$ cat src/rtl/core/jse_pkg.sv
// package for the json string escaper: request and result structs, the queued job
// descriptor shared by the front and back parts, and the character constants of the front part
// no dependencies
package jse_pkg;

    // input request: one utf-16 code unit with string marks
    typedef struct packed {
        logic [15:0] code_unit;
        logic        first_unit;
        logic        last_unit;
        logic        empty_string;
    } t_in;

    // output request: one byte of escaped utf-8
    typedef struct packed {
        logic [7:0] out_byte;
        logic       last_byte;
        logic [1:0] error_code;
    } t_out;

    localparam int JOB_BYTES = 8;
    localparam int JOB_IDX_W = $clog2(JOB_BYTES);
    localparam int JOB_CNT_W = $clog2(JOB_BYTES + 1);

    // bytes made by one code unit, issued by the back part in order
    typedef struct packed {
        logic [JOB_BYTES-1:0][7:0] bytes;
        logic [JOB_CNT_W-1:0]      count;
        logic                      fin;
        logic [1:0]                err;
    } t_job;

    localparam int QDEPTH = 2;

    localparam logic [1:0] ERR_NONE = 2'd0;
    localparam logic [1:0] ERR_HIGH = 2'd1;
    localparam logic [1:0] ERR_LOW  = 2'd2;

    localparam logic [7:0] CH_QUOTE = 8'h22;
    localparam logic [7:0] CH_BSLASH = 8'h5C;
    localparam logic [7:0] CH_ZERO = 8'h30;
    localparam logic [7:0] CH_U = 8'h75;
    localparam logic [7:0] CH_LOW_A = 8'h61;
    localparam logic [7:0] CTRL_LIMIT = 8'h20;

    // lowercase hex digit of a nibble
    function automatic logic [7:0] hex_digit(input logic [3:0] v);
        logic [7:0] r;
        if (v < 4'd10) begin
            r = CH_ZERO + {4'd0, v};
        end else begin
            r = CH_LOW_A + {4'd0, v} - 8'd10;
        end
        return r;
    endfunction

endpackage

$ cat src/rtl/core/json_string_escape_utf16_to_utf8.sv
// json string escaper, utf-16 code units in, escaped quoted utf-8 bytes out
// top level: front classifier, two-entry job queue, byte issuer; uses jse_pkg
//
// usage
//   input channel carries one code unit per request with first, last and
//   empty-string marks; output channel carries one byte per request with a
//   last mark and an error code (1 lone high, 2 lone low surrogate)
//   each unit turns into a job of up to eight bytes in the front part;
//   the back part sends one byte per cycle from the oldest job while the output is not stalled
//   the first byte of a unit passes through a queue entry and then the output register
//   throughput: one output byte per cycle while i_out_stall is low; a unit
//   that makes no bytes is accepted without pushing a job;
//   input takes one unit per cycle while the queue has room
//   reset: surrogate and drop state cleared, queue and output register empty
//   output stall: the output register holds its byte, the queue fills, and
//   o_in_stall rises once both queue entries are taken
module json_string_escape_utf16_to_utf8 import jse_pkg::*; (
    input  logic i_clk,
    input  logic i_rst_n,
    input  logic i_in_valid,
    output logic o_in_stall,
    input  t_in  i_in_data,
    output logic o_out_valid,
    input  logic i_out_stall,
    output t_out o_out_data
);

    logic q_full, q_empty, push, pop;
    t_job push_job, head_job;

    // classify and build jobs
    jse_front u_front (
        .i_clk      (i_clk),
        .i_rst_n    (i_rst_n),
        .i_in_valid (i_in_valid),
        .o_in_stall (o_in_stall),
        .i_in_data  (i_in_data),
        .i_q_full   (q_full),
        .o_push     (push),
        .o_job      (push_job)
    );

    // decoupling queue
    jse_queue u_queue (
        .i_clk   (i_clk),
        .i_rst_n (i_rst_n),
        .i_push  (push),
        .i_job   (push_job),
        .i_pop   (pop),
        .o_full  (q_full),
        .o_empty (q_empty),
        .o_head  (head_job)
    );

    // byte issue
    jse_back u_back (
        .i_clk       (i_clk),
        .i_rst_n     (i_rst_n),
        .i_q_empty   (q_empty),
        .i_head      (head_job),
        .o_pop       (pop),
        .o_out_valid (o_out_valid),
        .i_out_stall (i_out_stall),
        .o_out_data  (o_out_data)
    );

endmodule

$ cat src/rtl/core/jse_front.sv
// front part: takes code units, tracks surrogate and drop state, and builds
// a job holding every byte the unit produces; depends on jse_pkg
module jse_front import jse_pkg::*; (
    input  logic i_clk,
    input  logic i_rst_n,
    input  logic i_in_valid,
    output logic o_in_stall,
    input  t_in  i_in_data,
    input  logic i_q_full,
    output logic o_push,
    output t_job o_job
);

    logic [9:0] r_pend_high, n_pend_high;
    logic       r_pend_valid, n_pend_valid;
    logic       r_dropping, n_dropping;

    logic        accept;
    logic [15:0] u;
    logic        is_high, is_low;
    logic [7:0]  esc;
    logic [5:0][7:0] unit_bytes;
    logic [2:0]  unit_len;
    logic [10:0] plane;
    logic [5:0][7:0] body_bytes;
    logic [2:0]  body_len;
    logic        use_body;
    logic [JOB_CNT_W-1:0] n;
    t_job        job;

    assign u       = i_in_data.code_unit;
    assign is_high = (u[15:10] == 6'b110110);
    assign is_low  = (u[15:10] == 6'b110111);
    assign accept  = i_in_valid && !i_q_full;
    assign o_in_stall = i_q_full;

    // short escape decoder
    always_comb begin
        unique case (u)
            16'h0022: esc = CH_QUOTE;
            16'h005C: esc = CH_BSLASH;
            16'h0008: esc = 8'h62;
            16'h0009: esc = 8'h74;
            16'h000A: esc = 8'h6E;
            16'h000C: esc = 8'h66;
            16'h000D: esc = 8'h72;
            default:  esc = 8'h00;
        endcase
    end

    // bytes of a plain unit
    always_comb begin
        unit_bytes = '0;
        if (esc != 8'h00) begin
            unit_bytes[0] = CH_BSLASH;
            unit_bytes[1] = esc;
            unit_len = 3'd2;
        end else if (u < {8'd0, CTRL_LIMIT}) begin
            unit_bytes[0] = CH_BSLASH;
            unit_bytes[1] = CH_U;
            unit_bytes[2] = CH_ZERO;
            unit_bytes[3] = CH_ZERO;
            unit_bytes[4] = hex_digit({3'd0, u[4]});
            unit_bytes[5] = hex_digit(u[3:0]);
            unit_len = 3'd6;
        end else if (u < 16'h0080) begin
            unit_bytes[0] = u[7:0];
            unit_len = 3'd1;
        end else if (u < 16'h0800) begin
            unit_bytes[0] = {3'b110, u[10:6]};
            unit_bytes[1] = {2'b10, u[5:0]};
            unit_len = 3'd2;
        end else begin
            unit_bytes[0] = {4'b1110, u[15:12]};
            unit_bytes[1] = {2'b10, u[11:6]};
            unit_bytes[2] = {2'b10, u[5:0]};
            unit_len = 3'd3;
        end
    end

    // joined surrogate pair: code point bits 20:10 are high half plus 0x40
    assign plane = {1'b0, r_pend_high} + 11'd64;

    // main classification and job build
    always_comb begin
        n_pend_high  = r_pend_high;
        n_pend_valid = r_pend_valid;
        n_dropping   = r_dropping;
        job          = '0;
        n            = '0;
        use_body     = 1'b0;
        body_bytes   = unit_bytes;
        body_len     = unit_len;
        if (i_in_data.empty_string) begin
            n_pend_high  = '0;
            n_pend_valid = 1'b0;
            n_dropping   = 1'b0;
            job.bytes[0] = CH_QUOTE;
            job.bytes[1] = CH_QUOTE;
            n            = JOB_CNT_W'(2);
            job.fin      = 1'b1;
        end else begin
            if (i_in_data.first_unit) begin
                n_pend_valid = 1'b0;
                n_dropping   = 1'b0;
                job.bytes[0] = CH_QUOTE;
                n            = JOB_CNT_W'(1);
            end
            if (n_dropping) begin
                if (i_in_data.last_unit) begin
                    n_dropping = 1'b0;
                end
            end else if (n_pend_valid) begin
                n_pend_valid = 1'b0;
                if (!is_low) begin
                    n_dropping = !i_in_data.last_unit;
                    job.bytes[n[JOB_IDX_W-1:0]] = 8'h00;
                    n       = n + JOB_CNT_W'(1);
                    job.fin = 1'b1;
                    job.err = ERR_HIGH;
                end else begin
                    body_bytes    = '0;
                    body_bytes[0] = {5'b11110, plane[10:8]};
                    body_bytes[1] = {2'b10, plane[7:2]};
                    body_bytes[2] = {2'b10, plane[1:0], u[9:6]};
                    body_bytes[3] = {2'b10, u[5:0]};
                    body_len      = 3'd4;
                    use_body      = 1'b1;
                    n_pend_high   = '0;
                end
            end else if (is_high) begin
                if (i_in_data.last_unit) begin
                    job.bytes[n[JOB_IDX_W-1:0]] = 8'h00;
                    n       = n + JOB_CNT_W'(1);
                    job.fin = 1'b1;
                    job.err = ERR_HIGH;
                end else begin
                    n_pend_high  = u[9:0];
                    n_pend_valid = 1'b1;
                end
            end else if (is_low) begin
                n_dropping = !i_in_data.last_unit;
                job.bytes[n[JOB_IDX_W-1:0]] = 8'h00;
                n       = n + JOB_CNT_W'(1);
                job.fin = 1'b1;
                job.err = ERR_LOW;
            end else begin
                use_body = 1'b1;
            end
            // copy body bytes, then the closing quote
            if (use_body) begin
                for (int k = 0; k < 6; k++) begin
                    if (3'(k) < body_len) begin
                        job.bytes[n[JOB_IDX_W-1:0]] = body_bytes[k];
                        n = n + JOB_CNT_W'(1);
                    end
                end
                if (i_in_data.last_unit) begin
                    job.bytes[n[JOB_IDX_W-1:0]] = CH_QUOTE;
                    n       = n + JOB_CNT_W'(1);
                    job.fin = 1'b1;
                end
            end
        end
        job.count = n;
    end

    assign o_job  = job;
    assign o_push = accept && (job.count != '0);

    // state registers
    always_ff @(posedge i_clk) begin
        if (!i_rst_n) begin
            r_pend_high  <= '0;
            r_pend_valid <= 1'b0;
            r_dropping   <= 1'b0;
        end else if (accept) begin
            r_pend_high  <= n_pend_high;
            r_pend_valid <= n_pend_valid;
            r_dropping   <= n_dropping;
        end
    end

endmodule

$ cat src/rtl/core/jse_queue.sv
// short job queue between the front and back parts
// depends on jse_pkg for the job type and depth
module jse_queue import jse_pkg::*; (
    input  logic i_clk,
    input  logic i_rst_n,
    input  logic i_push,
    input  t_job i_job,
    input  logic i_pop,
    output logic o_full,
    output logic o_empty,
    output t_job o_head
);

    localparam int PTR_W = $clog2(QDEPTH);
    localparam int CNT_W = $clog2(QDEPTH + 1);

    t_job             r_mem [QDEPTH];
    logic [PTR_W-1:0] r_wptr, r_rptr;
    logic [CNT_W-1:0] r_cnt;

    assign o_full  = (r_cnt == CNT_W'(QDEPTH));
    assign o_empty = (r_cnt == '0);
    assign o_head  = r_mem[r_rptr];

    // entry storage
    always_ff @(posedge i_clk) begin
        if (i_push) begin
            r_mem[r_wptr] <= i_job;
        end
    end

    // pointers and fill count
    always_ff @(posedge i_clk) begin
        if (!i_rst_n) begin
            r_wptr <= '0;
            r_rptr <= '0;
            r_cnt  <= '0;
        end else begin
            if (i_push) begin
                r_wptr <= (r_wptr == PTR_W'(QDEPTH - 1)) ? '0 : r_wptr + PTR_W'(1);
            end
            if (i_pop) begin
                r_rptr <= (r_rptr == PTR_W'(QDEPTH - 1)) ? '0 : r_rptr + PTR_W'(1);
            end
            if (i_push && !i_pop) begin
                r_cnt <= r_cnt + CNT_W'(1);
            end else if (i_pop && !i_push) begin
                r_cnt <= r_cnt - CNT_W'(1);
            end
        end
    end

endmodule

$ cat src/rtl/core/jse_back.sv
// back part: walks the head job one byte a cycle into the output register while the output is not stalled
// depends on jse_pkg
module jse_back import jse_pkg::*; (
    input  logic i_clk,
    input  logic i_rst_n,
    input  logic i_q_empty,
    input  t_job i_head,
    output logic o_pop,
    output logic o_out_valid,
    input  logic i_out_stall,
    output t_out o_out_data
);

    logic [JOB_IDX_W-1:0] r_idx;
    logic                 r_valid;
    t_out                 r_data;
    logic                 load;
    logic                 at_end;
    logic [JOB_IDX_W-1:0] last_idx;

    assign last_idx = JOB_IDX_W'(i_head.count - JOB_CNT_W'(1));
    assign at_end   = (r_idx == last_idx);
    assign load     = !i_q_empty && (!r_valid || !i_out_stall);
    assign o_pop    = load && at_end;

    // byte index within the head job
    always_ff @(posedge i_clk) begin
        if (!i_rst_n) begin
            r_idx <= '0;
        end else if (load) begin
            r_idx <= at_end ? '0 : r_idx + JOB_IDX_W'(1);
        end
    end

    // output valid
    always_ff @(posedge i_clk) begin
        if (!i_rst_n) begin
            r_valid <= 1'b0;
        end else if (load) begin
            r_valid <= 1'b1;
        end else if (!i_out_stall) begin
            r_valid <= 1'b0;
        end
    end

    // output payload
    always_ff @(posedge i_clk) begin
        if (load) begin
            r_data.out_byte   <= i_head.bytes[r_idx];
            r_data.last_byte  <= at_end && i_head.fin;
            r_data.error_code <= at_end ? i_head.err : ERR_NONE;
        end
    end

    assign o_out_valid = r_valid;
    assign o_out_data  = r_data;

endmodule

$ cat config.mk
export PLATFORM = sky130hd
export DESIGN_NAME = json_string_escape_utf16_to_utf8
export DESIGN_NICKNAME = d
export VERILOG_FILES = /design/src/rtl/core/jse_pkg.sv /design/src/rtl/core/json_string_escape_utf16_to_utf8.sv /design/src/rtl/core/jse_front.sv /design/src/rtl/core/jse_queue.sv /design/src/rtl/core/jse_back.sv
export SDC_FILE = /design/constraint.sdc
export NUM_CORES = 1
export LEC_CHECK = 0
export BUFFER_PORTS_ARGS = -buffer_cell sky130_fd_sc_hd__buf_2
export CAP_MARGIN = 10
export CELL_PAD_IN_SITES_DETAIL_PLACEMENT = 0
export CELL_PAD_IN_SITES_GLOBAL_PLACEMENT = 1
export CORE_MARGIN = 2
export CORE_UTILIZATION = 45
export DETAILED_ROUTE_END_ITERATION = 8
export PLACE_DENSITY_LB_ADDON = 0.1
export SYNTH_ARGS = -nofsm -noshare
export SYNTH_HDL_FRONTEND = slang
export SYNTH_SLANG_ARGS = --single-unit
$ cat constraint.sdc
create_clock -name i_clk -period 23.2 [get_ports i_clk]
set_input_delay 4.64 -clock i_clk [delete_from_list [all_inputs] [get_ports i_clk]]
set_output_delay 4.64 -clock i_clk [all_outputs]
set_load 0.005 [all_outputs]
# == Word level (Yosys, flattened, before mapping) ==
# Memory sizes are Yosys's and may differ from the RTL's. A register that Yosys moved wholly into a read port is not among the register bits.
# Cells that the tools add are included.
# W data, S select, Z words.
# totals
reg_bits,31
ram_bits,142
input_bits,23
output_inout_bits,13
elab_cells,262
n_memories,1
# op_classes
addsub,19
n_lt_le_gt_ge,27
n_eq_ne,15
n_mux,155
bitwise_logic,5
n_reduce_logical,29
# mem_list
name,depth,width,rd,rd_clocked_by_memory_dff,write_ports,line_no,source
u_queue.r_mem,2,71,1,1,1,jse_queue.sv:17,t_job r_mem [QDEPTH];
# op_table
cell,count
$mux W64,27
$bwmux W64,6
$mux W48,5
$demux W8 S3,8
$mux W4,29
$mux W8,13
$eq A16 B4 Y1 const B,5
$and A8 B64 Y64,1
$not A64 Y64,1
$mux W10,6
$pmux W7 S7,1
$and A48 B48 Y48,1
$mux W16,3
$mux W24,2
$not A48 Y48,1
$mux W3,14
$lt A3 B4 Y1 const B,9
$mux W1,34
$add A4 B1 Y4 const B,8
$mux W32,1
$bmux W8 S3,1
$ge A3 B1 Y1 const B,8
$eq A16 B6 Y1 const B,1
$eq A16 B7 Y1 const B,1
other kinds (36),64

# == Logic depth before layout (Yosys ltp) ==
# Gate-level depths: netlist of the first run.
# logic_depth
ltp_word,43
depth_mapped,39
depth_no_buf,37

# == Cells and area by module ==
# A second synthesis of the first run with hierarchy kept.
# hier_totals
hier_cells,1195
area_unflattened_um2,12299.3
# by_module_without_submodules
module,n_inst,cells_per_inst,area_per_inst_um2,seq_area_each_um2
jse_front,1,883,5765.5,240.2
jse_queue,1,243,5366.4,4364.2
jse_back,1,69,1167.4,410.4

# == Worst setup path before layout of the first run ==
# Ideal clock, no wire load.
# synth_timing
path_type,input-to-reg
from,input i_in_data[16] (netlist bit)
to,"memory u_queue.r_mem[0][0] (netlist bit), enable pin"
setup_ns,0.523
arrival_ns,14.653
setup_slack_ns,8.025
stages,34
n_path_buf,2
cell_sequence,nand4b_1 nor2_1 nand2_1 ha_1 o31a_1 o31ai_1 and2_1 clkbuf_1 ha_1 inv_1 ha_1 nor3b_1 nor2_1 inv_1 ha_1 nand2_1 o21ai_0 ha_1 buf_1 a21o_1 ha_1 a221oi_4 inv_2 ha_1 a32o_1 nor2_1 inv_1 ha_1 nand2_1 xnor2_1 xnor3_1 o221ai_1 nand2_1 o22ai_1
# synth_between
elab_chain_cells,41
# synth_lines
element,line_no,source
"start, declared",json_string_escape_utf16_to_utf8.sv:22,"input t_in i_in_data,"
$lt A16 B12 Y1,jse_front.sv:69,end else if (u < 16'h0800) begin
$mux W1,jse_front.sv:69,
$mux W3,jse_front.sv:66,end else if (u < 16'h0080) begin
$mux W3,jse_front.sv:58,"end else if (u < {8'd0, CTRL_LIMIT}) begin"
$mux W3,jse_front.sv:54,if (esc != 8'h00) begin
$mux W3,jse_front.sv:115,if (!is_low) begin
$mux W3,jse_front.sv:113,end else if (n_pend_valid) begin
$mux W3,jse_front.sv:109,if (n_dropping) begin
[25 not listed],-,
$add A4 B1 Y4,jse_front.sv:160,n = n + JOB_CNT_W'(1);
$mux W4,jse_front.sv:158,if (i_in_data.last_unit) begin
$mux W4 *,jse_front.sv:151,if (use_body) begin
$mux W4 *,jse_front.sv:94,if (i_in_data.empty_string) begin
$reduce_bool A4 Y1 *,jse_front.sv:169,assign o_push = accept && (job.count != '0);
$logic_and A1 B1 Y1 *,jse_front.sv:169,
$mux W1 *,jse_queue.sv:27,if (i_push) begin
$mux W1 (not written as such) *,jse_queue.sv:28,r_mem[r_wptr] <= i_job;
"end, declared",jse_queue.sv:17,
# Every way passes the cells marked *; elsewhere a longest branch is shown, timed or not. The select of a mux whose other input is x is not followed.

# == Final worst setup path of the first run ==
# layout_timing
from,input i_in_data[16] (netlist bit)
to,"memory u_queue.r_mem[0][9] (netlist bit), enable pin"
# The elaborated chain is that of the path after synthesis.

==> results.cfg, run 1 <==
[synth]
synth_compound_area_share_pct = 18.99
synthAdderAreaFrac_pct = 2.418
yosysTopAreaCell = edfxtp_1
synth-simple-area-share_pct = 18.23
synth_area_mm2 = 0.01138
yosys_warnings = 0
synth_top_cell_area_share_pct = 39.83
synthCells = 1096
syn_nets = 1141
muxShareOfSynthArea_pct = 10.22
synthFlopType = edfxtp_1
syn_area_per_cell_um2 = 10.39
synth_edf_count = 151
synthTopCellsByArea = edfxtp_1 40%, mux4_2 7.9%, nand2_1 4.1%
async_flop_share_pct = 0
synth_seq_area_share_pct = 43.52
synth_top_family_by_area = compound AO/OA/AOI/OAI gates
ys_types = 92
yosys.area_share.xor_xnor_pct = 3.385
ys_ff_latch = 172

[cells_and_area]
layout_common_cells = 151 x edfxtp_1, 125 x nand2_1, 94 x nor2_1
area_delta_synth_final_pct = 9.770
layout.cells.non_filler = 1447
nets = 1148
nFillCells = 2343
layout-drive-gt1-share_pct = 15.77
final_common_cell = edfxtp_1

[floorplanning]
initial_core_util_pct = 45.47
dieArea_mm2 = 0.02659
die_h_um = 163.1
ioPinCount = 36
rows = 58
die_w_um = 163.1
core-area_mm2 = 0.02504

[detailed_routing]
route.met2.wl_um = 17330
routed-wl-met3_um = 3369
drtAntennaViolNets = 0
wirelength_um = 39220
vias = 9659
met1_length_um = 16660
route.detailed.drc = 0
wire_per_inst_um = 27.11
dr.max_layer_used = met4
dr.pass1.iters = 6
drt_iter0_drc = 1201
vias_per_cell = 6.675

[place]
dp_cells = 1413
dpl.hpwl_um = 29060
gp_congestion = 1.017
numPortBuffers = 35

[setup_path]
slowest_stage = nor2_1
crit_fanout = 70
crit_type = in2reg
cp-start-kind = input pin
slowest_delay_ns = 0.72
crit_top_cell = ha_1
endpoint = u_queue.r_mem[0][9]
worstPathArrival_ns = 14.24
r2r_end = u_queue.r_mem[0][9]
r2r_cells = 30
cp.required_ns = 23.25
cp-startpoint = i_in_data[16]
regToRegSetupSlack_ns = 13.88
critPathCaptureType = register
rr_startpoint = u_front.r_pend_valid

[power]
peakVddDrop_v = 0.00006466
pwr_density_cell_mw_per_mm2 = 85.51
p_leak_nw = 4.136

[clocking]
clock_latency_ns = 0.44
cts_made_buffers = 17
clockBufferDepth = 2
postCtsResizedCells = 0
cts_setup_buffers = 0
htree_levels = 4
cts-root-buf = clkbuf_16
cts_sinks = 172
cts.reportedPaths.clkPinSlew_ns = 0.08
cts_tree = built
cts_hold_buf = 0

[status]
outcome = finished clean

[global_routing]
grt.total_usage_pct = 30.16
grt_max_degree = 71
grt_overflow = 0
grt_first_pass_wirelength_um = 58970
grt_pass1_vias = 9357
antenna_found_initial = 1

[timing]
finalHoldViolCount = 0
layout_min_cycle_time_ns = 14.18
max_freq_ghz = 0.07050
fin_crit_sh_pct = 61.14
max-slew-margin-rel_pct = 19.06
finalSetupViolations = 0
rsz0062_at_grt = false
hold_ws_ns = 0.4779
drv_slew = 0
finalClockSkew_ns = 0.01934
final.setup.tns_ns = 0
worstMarginPinSlew_ns = 1.210

[worst_hold_path]
min_delay_path_depth = 2
hold_path_class = reg2reg
min_from = u_front.r_pend_high[4]

[flow_run]
maxCapViolations = 0
## registers in the layout (all words and copies together) (netlist names), named ones only
name and cells:
u_back.o_out_data 11, u_back.o_out_valid 1, u_back.r_idx 3, u_front.r_dropping 1, u_front.r_pend_high 10, u_front.r_pend_valid 1, u_queue.r_cnt 2, u_queue.r_mem 140
u_queue.r_rptr 1, u_queue.r_wptr 1
## logic make-up (layout without fill, tap and decap cells)
kind of cell | count (synthesis) | count (layout)
muxes | 66 | 66
AOI/OAI and AO/OA | 302 | 302
buffers and inverters | 91 | 111
xor gates and xnor gates | 32 | 32
DFF | 172 | 172
and+or+nand+nor | 411 | 411
adders and majority gates | 22 | 22
other | 0 | 1
## worst max-delay path: cells and delay by family
kind | cells | cell delay (ns)
buffers and inverters | 6 | 1.61
XOR/XNOR | 2 | 0.38
AND/OR/NAND/NOR | 10 | 2.87
AO/OA/AOI/OAI | 8 | 1.91
adder cells (fa/ha/maj) | 8 | 2.71
## per-layer routing
| metal | track usage [%] | vias to the layer above |
|---|---|---|
| met2 | 45.51 | 533 |
| met3 | 5.739 | 118 |
| li1 | - | 4298 |
| met5 | 0 | - |
| met1 | 41.88 | 4710 |
| met4 | 14.64 | 0 |
## worst min path at each step
stage / end / slack, ns
floorplan: u_front.r_pend_high[2] / 0.44
global placement: u_front.r_pend_high[4] / 0.45
detailed placement: u_front.r_pend_high[4] / 0.47
CTS: u_front.r_pend_high[4] / 0.48
global route: u_front.r_pend_high[4] / 0.50
finish: u_front.r_pend_high[4] / 0.48
## stage by stage
step / total power [mW] / area, um2 / setup WS, ns / utilization, %
2_1_floorplan: 0.6917 / 11380 / 8.025 / -
3_3_place_gp: 0.7808 / 11870 / 9.132 / 47.43
3_5_place_dp: 0.7867 / 11870 / 8.728 / 47.43
4_1_cts: 1.077 / 12490 / 9.166 / 49.88
5_1_grt: 1.124 / 12500 / 8.403 / 49.92
6_report: 1.069 / 12500 / 9.016 / 49.92
## cell type report
| class | count | area (um2) | share of cell area, % |
|---|---|---|---|
| inverters | 25 | 93.84 | 0.7509 |
| repair buffers | 54 | 317.8 | 2.543 |
| clock buffers | 17 | 425.4 | 3.404 |
| diodes | 1 | 2.502 | 0.02002 |
| multi-input cells | 833 | 6101 | 48.82 |
| well taps | 330 | 412.9 | 3.304 |
| flip-flops and latches | 172 | 4956 | 39.66 |
| clock inverters | 15 | 187.7 | 1.502 |
## cells in the mapped netlist, types with 5 or more instances
cell type,count
a22oi_1,8
edfxtp_1,151
inv_1,23
o22ai_1,17
mux2i_1,24
nor2_1,94
a21oi_1,56
nand2b_1,14
nor3_1,28
o211ai_1,5
a211oi_1,35
a221oi_1,7
and3_1,7
ha_1,22
clkbuf_1,39
and2_1,17
a21boi_0,17
nand2_1,125
or3_1,10
buf_2,15
nor3_2,7
nor2b_1,10
mux4_2,40
nand4b_1,7
nor4_1,8
o21ai_0,39
buf_1,10
nand3_1,48
nand4_1,9
xnor2_1,19
o21ai_1,7
a31oi_1,19
o221ai_1,12
a211o_1,6
a311oi_1,13
dfxtp_1,21
a21o_1,5
a2111oi_0,5
## where the power goes
part | internal (mW) | switching, mW
logic | 0.129 | 0.194
registers | 0.433 | 0.0219
clock network | 0.147 | 0.143
No activity file was read; power rests on OpenSTA's default activity.
==> run 2: changes to the inputs <==
==> constraint.sdc (replaced) <==
create_clock -name i_clk -period 14.5 [get_ports i_clk]
set_input_delay 2.9 -clock i_clk [delete_from_list [all_inputs] [get_ports i_clk]]
set_output_delay 2.9 -clock i_clk [all_outputs]
set_load 0.005 [all_outputs]
==> results.cfg, run 2 (same netlist as run 1, synthesis figures left out) <==
[setup_path]
crit_fanout = 70
slowest_delay_ns = 0.72
crit_type = in2reg
slowest_stage = nor2_1
critPathCaptureType = register
cp-start-kind = input pin
crit_top_cell = ha_1
cp.required_ns = 14.55
regToRegSetupSlack_ns = 5.15
worstPathArrival_ns = 12.46

[timing]
drv_slew = 0
layout_min_cycle_time_ns = 12.40
final.setup.tns_ns = 0
finalSetupViolations = 0
max-slew-margin-rel_pct = 20.00
max_freq_ghz = 0.08061
rsz0062_at_grt = false
finalHoldViolCount = 0
finalClockSkew_ns = 0.01597
fin_crit_sh_pct = 85.55
worstMarginPinSlew_ns = 1.189

[detailed_routing]
route.detailed.drc = 0
drt_iter0_drc = 1199
drtAntennaViolNets = 0
dr.pass1.iters = 6
vias_per_cell = 6.752
vias = 9764
wirelength_um = 40270
wire_per_inst_um = 27.85

[clocking]
cts_sinks = 172
postCtsResizedCells = 0
cts_setup_buffers = 0
clockBufferDepth = 2
cts.reportedPaths.clkPinSlew_ns = 0.08
clock_latency_ns = 0.44
cts_hold_buf = 0
cts-root-buf = clkbuf_16
cts_made_buffers = 17
htree_levels = 4
cts_tree = built

[floorplanning]
die_w_um = 163.1
rows = 58
die_h_um = 163.1
dieArea_mm2 = 0.02659
ioPinCount = 36
core-area_mm2 = 0.02504
initial_core_util_pct = 45.47

[global_routing]
antenna_found_initial = 0
grt_max_degree = 71
grt_first_pass_wirelength_um = 60130
grt_pass1_vias = 9128
grt.total_usage_pct = 30.98
grt_overflow = 0

[status]
outcome = finished clean

[flow_run]
maxCapViolations = 0

[place]
dp_cells = 1414
dpl.hpwl_um = 29430
dpl-instance-area_mm2 = 0.01189
gp_congestion = 1.005
numPortBuffers = 35

[power]
p_leak_nw = 4.140
peakVddDrop_v = 0.00009820
total_power_mw = 1.717
pwr_density_cell_mw_per_mm2 = 137.4

[cells_and_area]
final_core_util_pct = 49.92
final_common_cell = edfxtp_1
area_delta_synth_final_pct = 9.781
seqCellArea_mm2 = 0.004956
nFillCells = 2393
layout.cells.non_filler = 1446
layout_common_cells = 151 x edfxtp_1, 125 x nand2_1, 94 x nor2_1
largest_reg_flops = 140
top_register = u_queue.r_mem
layout-drive-gt1-share_pct = 15.86
final_area_mm2 = 0.01250
diodes = 0
nets = 1148
multiInputGateArea_mm2 = 0.006106

[worst_hold_path]
hold_path_class = reg2reg
-- run 2: cell count changes in the layout (fill, tap and decap cells not counted), sizes merged --
| cell | change |
|---|---|
| buf | +1 |
| clkbuf | -1 |
| clkinv | +1 |
| clkinvlp | -1 |
| diode | -1 |
-- run 2: metal layers --
metal | routed length, um | GRT usage [%] | part of all wire [%] | vias to the layer above
met5 | 0 | 0 | 0 | -
met4 | 1710 | 12.43 | 4.2 | 0
met3 | 3681 | 6.374 | 9.1 | 120
met2 | 17610 | 45.99 | 44 | 564
met1 | 17260 | 44.47 | 43 | 4798
li1 | - | - | - | 4282
-- run 2: final timing paths --
kind                                              from                     end  cells after the start
worst max-delay path                     i_in_data[16]    u_queue.r_mem[0][69]                     34
worst min-delay path            u_front.r_pend_high[5]  u_front.r_pend_high[5]                      2
worst max register to register    u_front.r_pend_valid    u_queue.r_mem[0][69]                     30
worst min register to register  u_front.r_pend_high[5]  u_front.r_pend_high[5]                      2
-- run 2: area by class of cell --
cell class                      count  area share [%]
Multi-Input combinational cell    833           48.85
Clock buffer                       17           3.404
Clock inverter                     15           1.492
Inverter                           25          0.7508
Sequential cell                   172           39.65
Timing Repair Buffer               54           2.543
Tap cell                          330           3.304
-- run 2: critical path, delay by kind of cell --
family / cells / cell delay (ns)
XOR/XNOR: 2 / 0.37
adder cells (fa/ha/maj): 8 / 2.72
AO/OA/AOI/OAI: 8 / 1.89
buffers and inverters: 6 / 1.63
AND/OR/NAND/NOR: 10 / 2.84
-- run 2: where the power goes --
part / leakage (nW) / switching, mW / internal (mW)
clock network: 0.296 / 0.231 / 0.235
logic: 2.23 / 0.316 / 0.207
registers: 1.61 / 0.0344 / 0.693
-- run 2: per-stage QoR --
stage                     setup slack (ns)  hold WS, ns
after floorplan                      1.065       0.4358
after global placement               2.139       0.4647
after detailed placement             1.866       0.4629
after CTS                            2.279       0.4750
after global routing                 1.321       0.4979
final                                2.095       0.4767
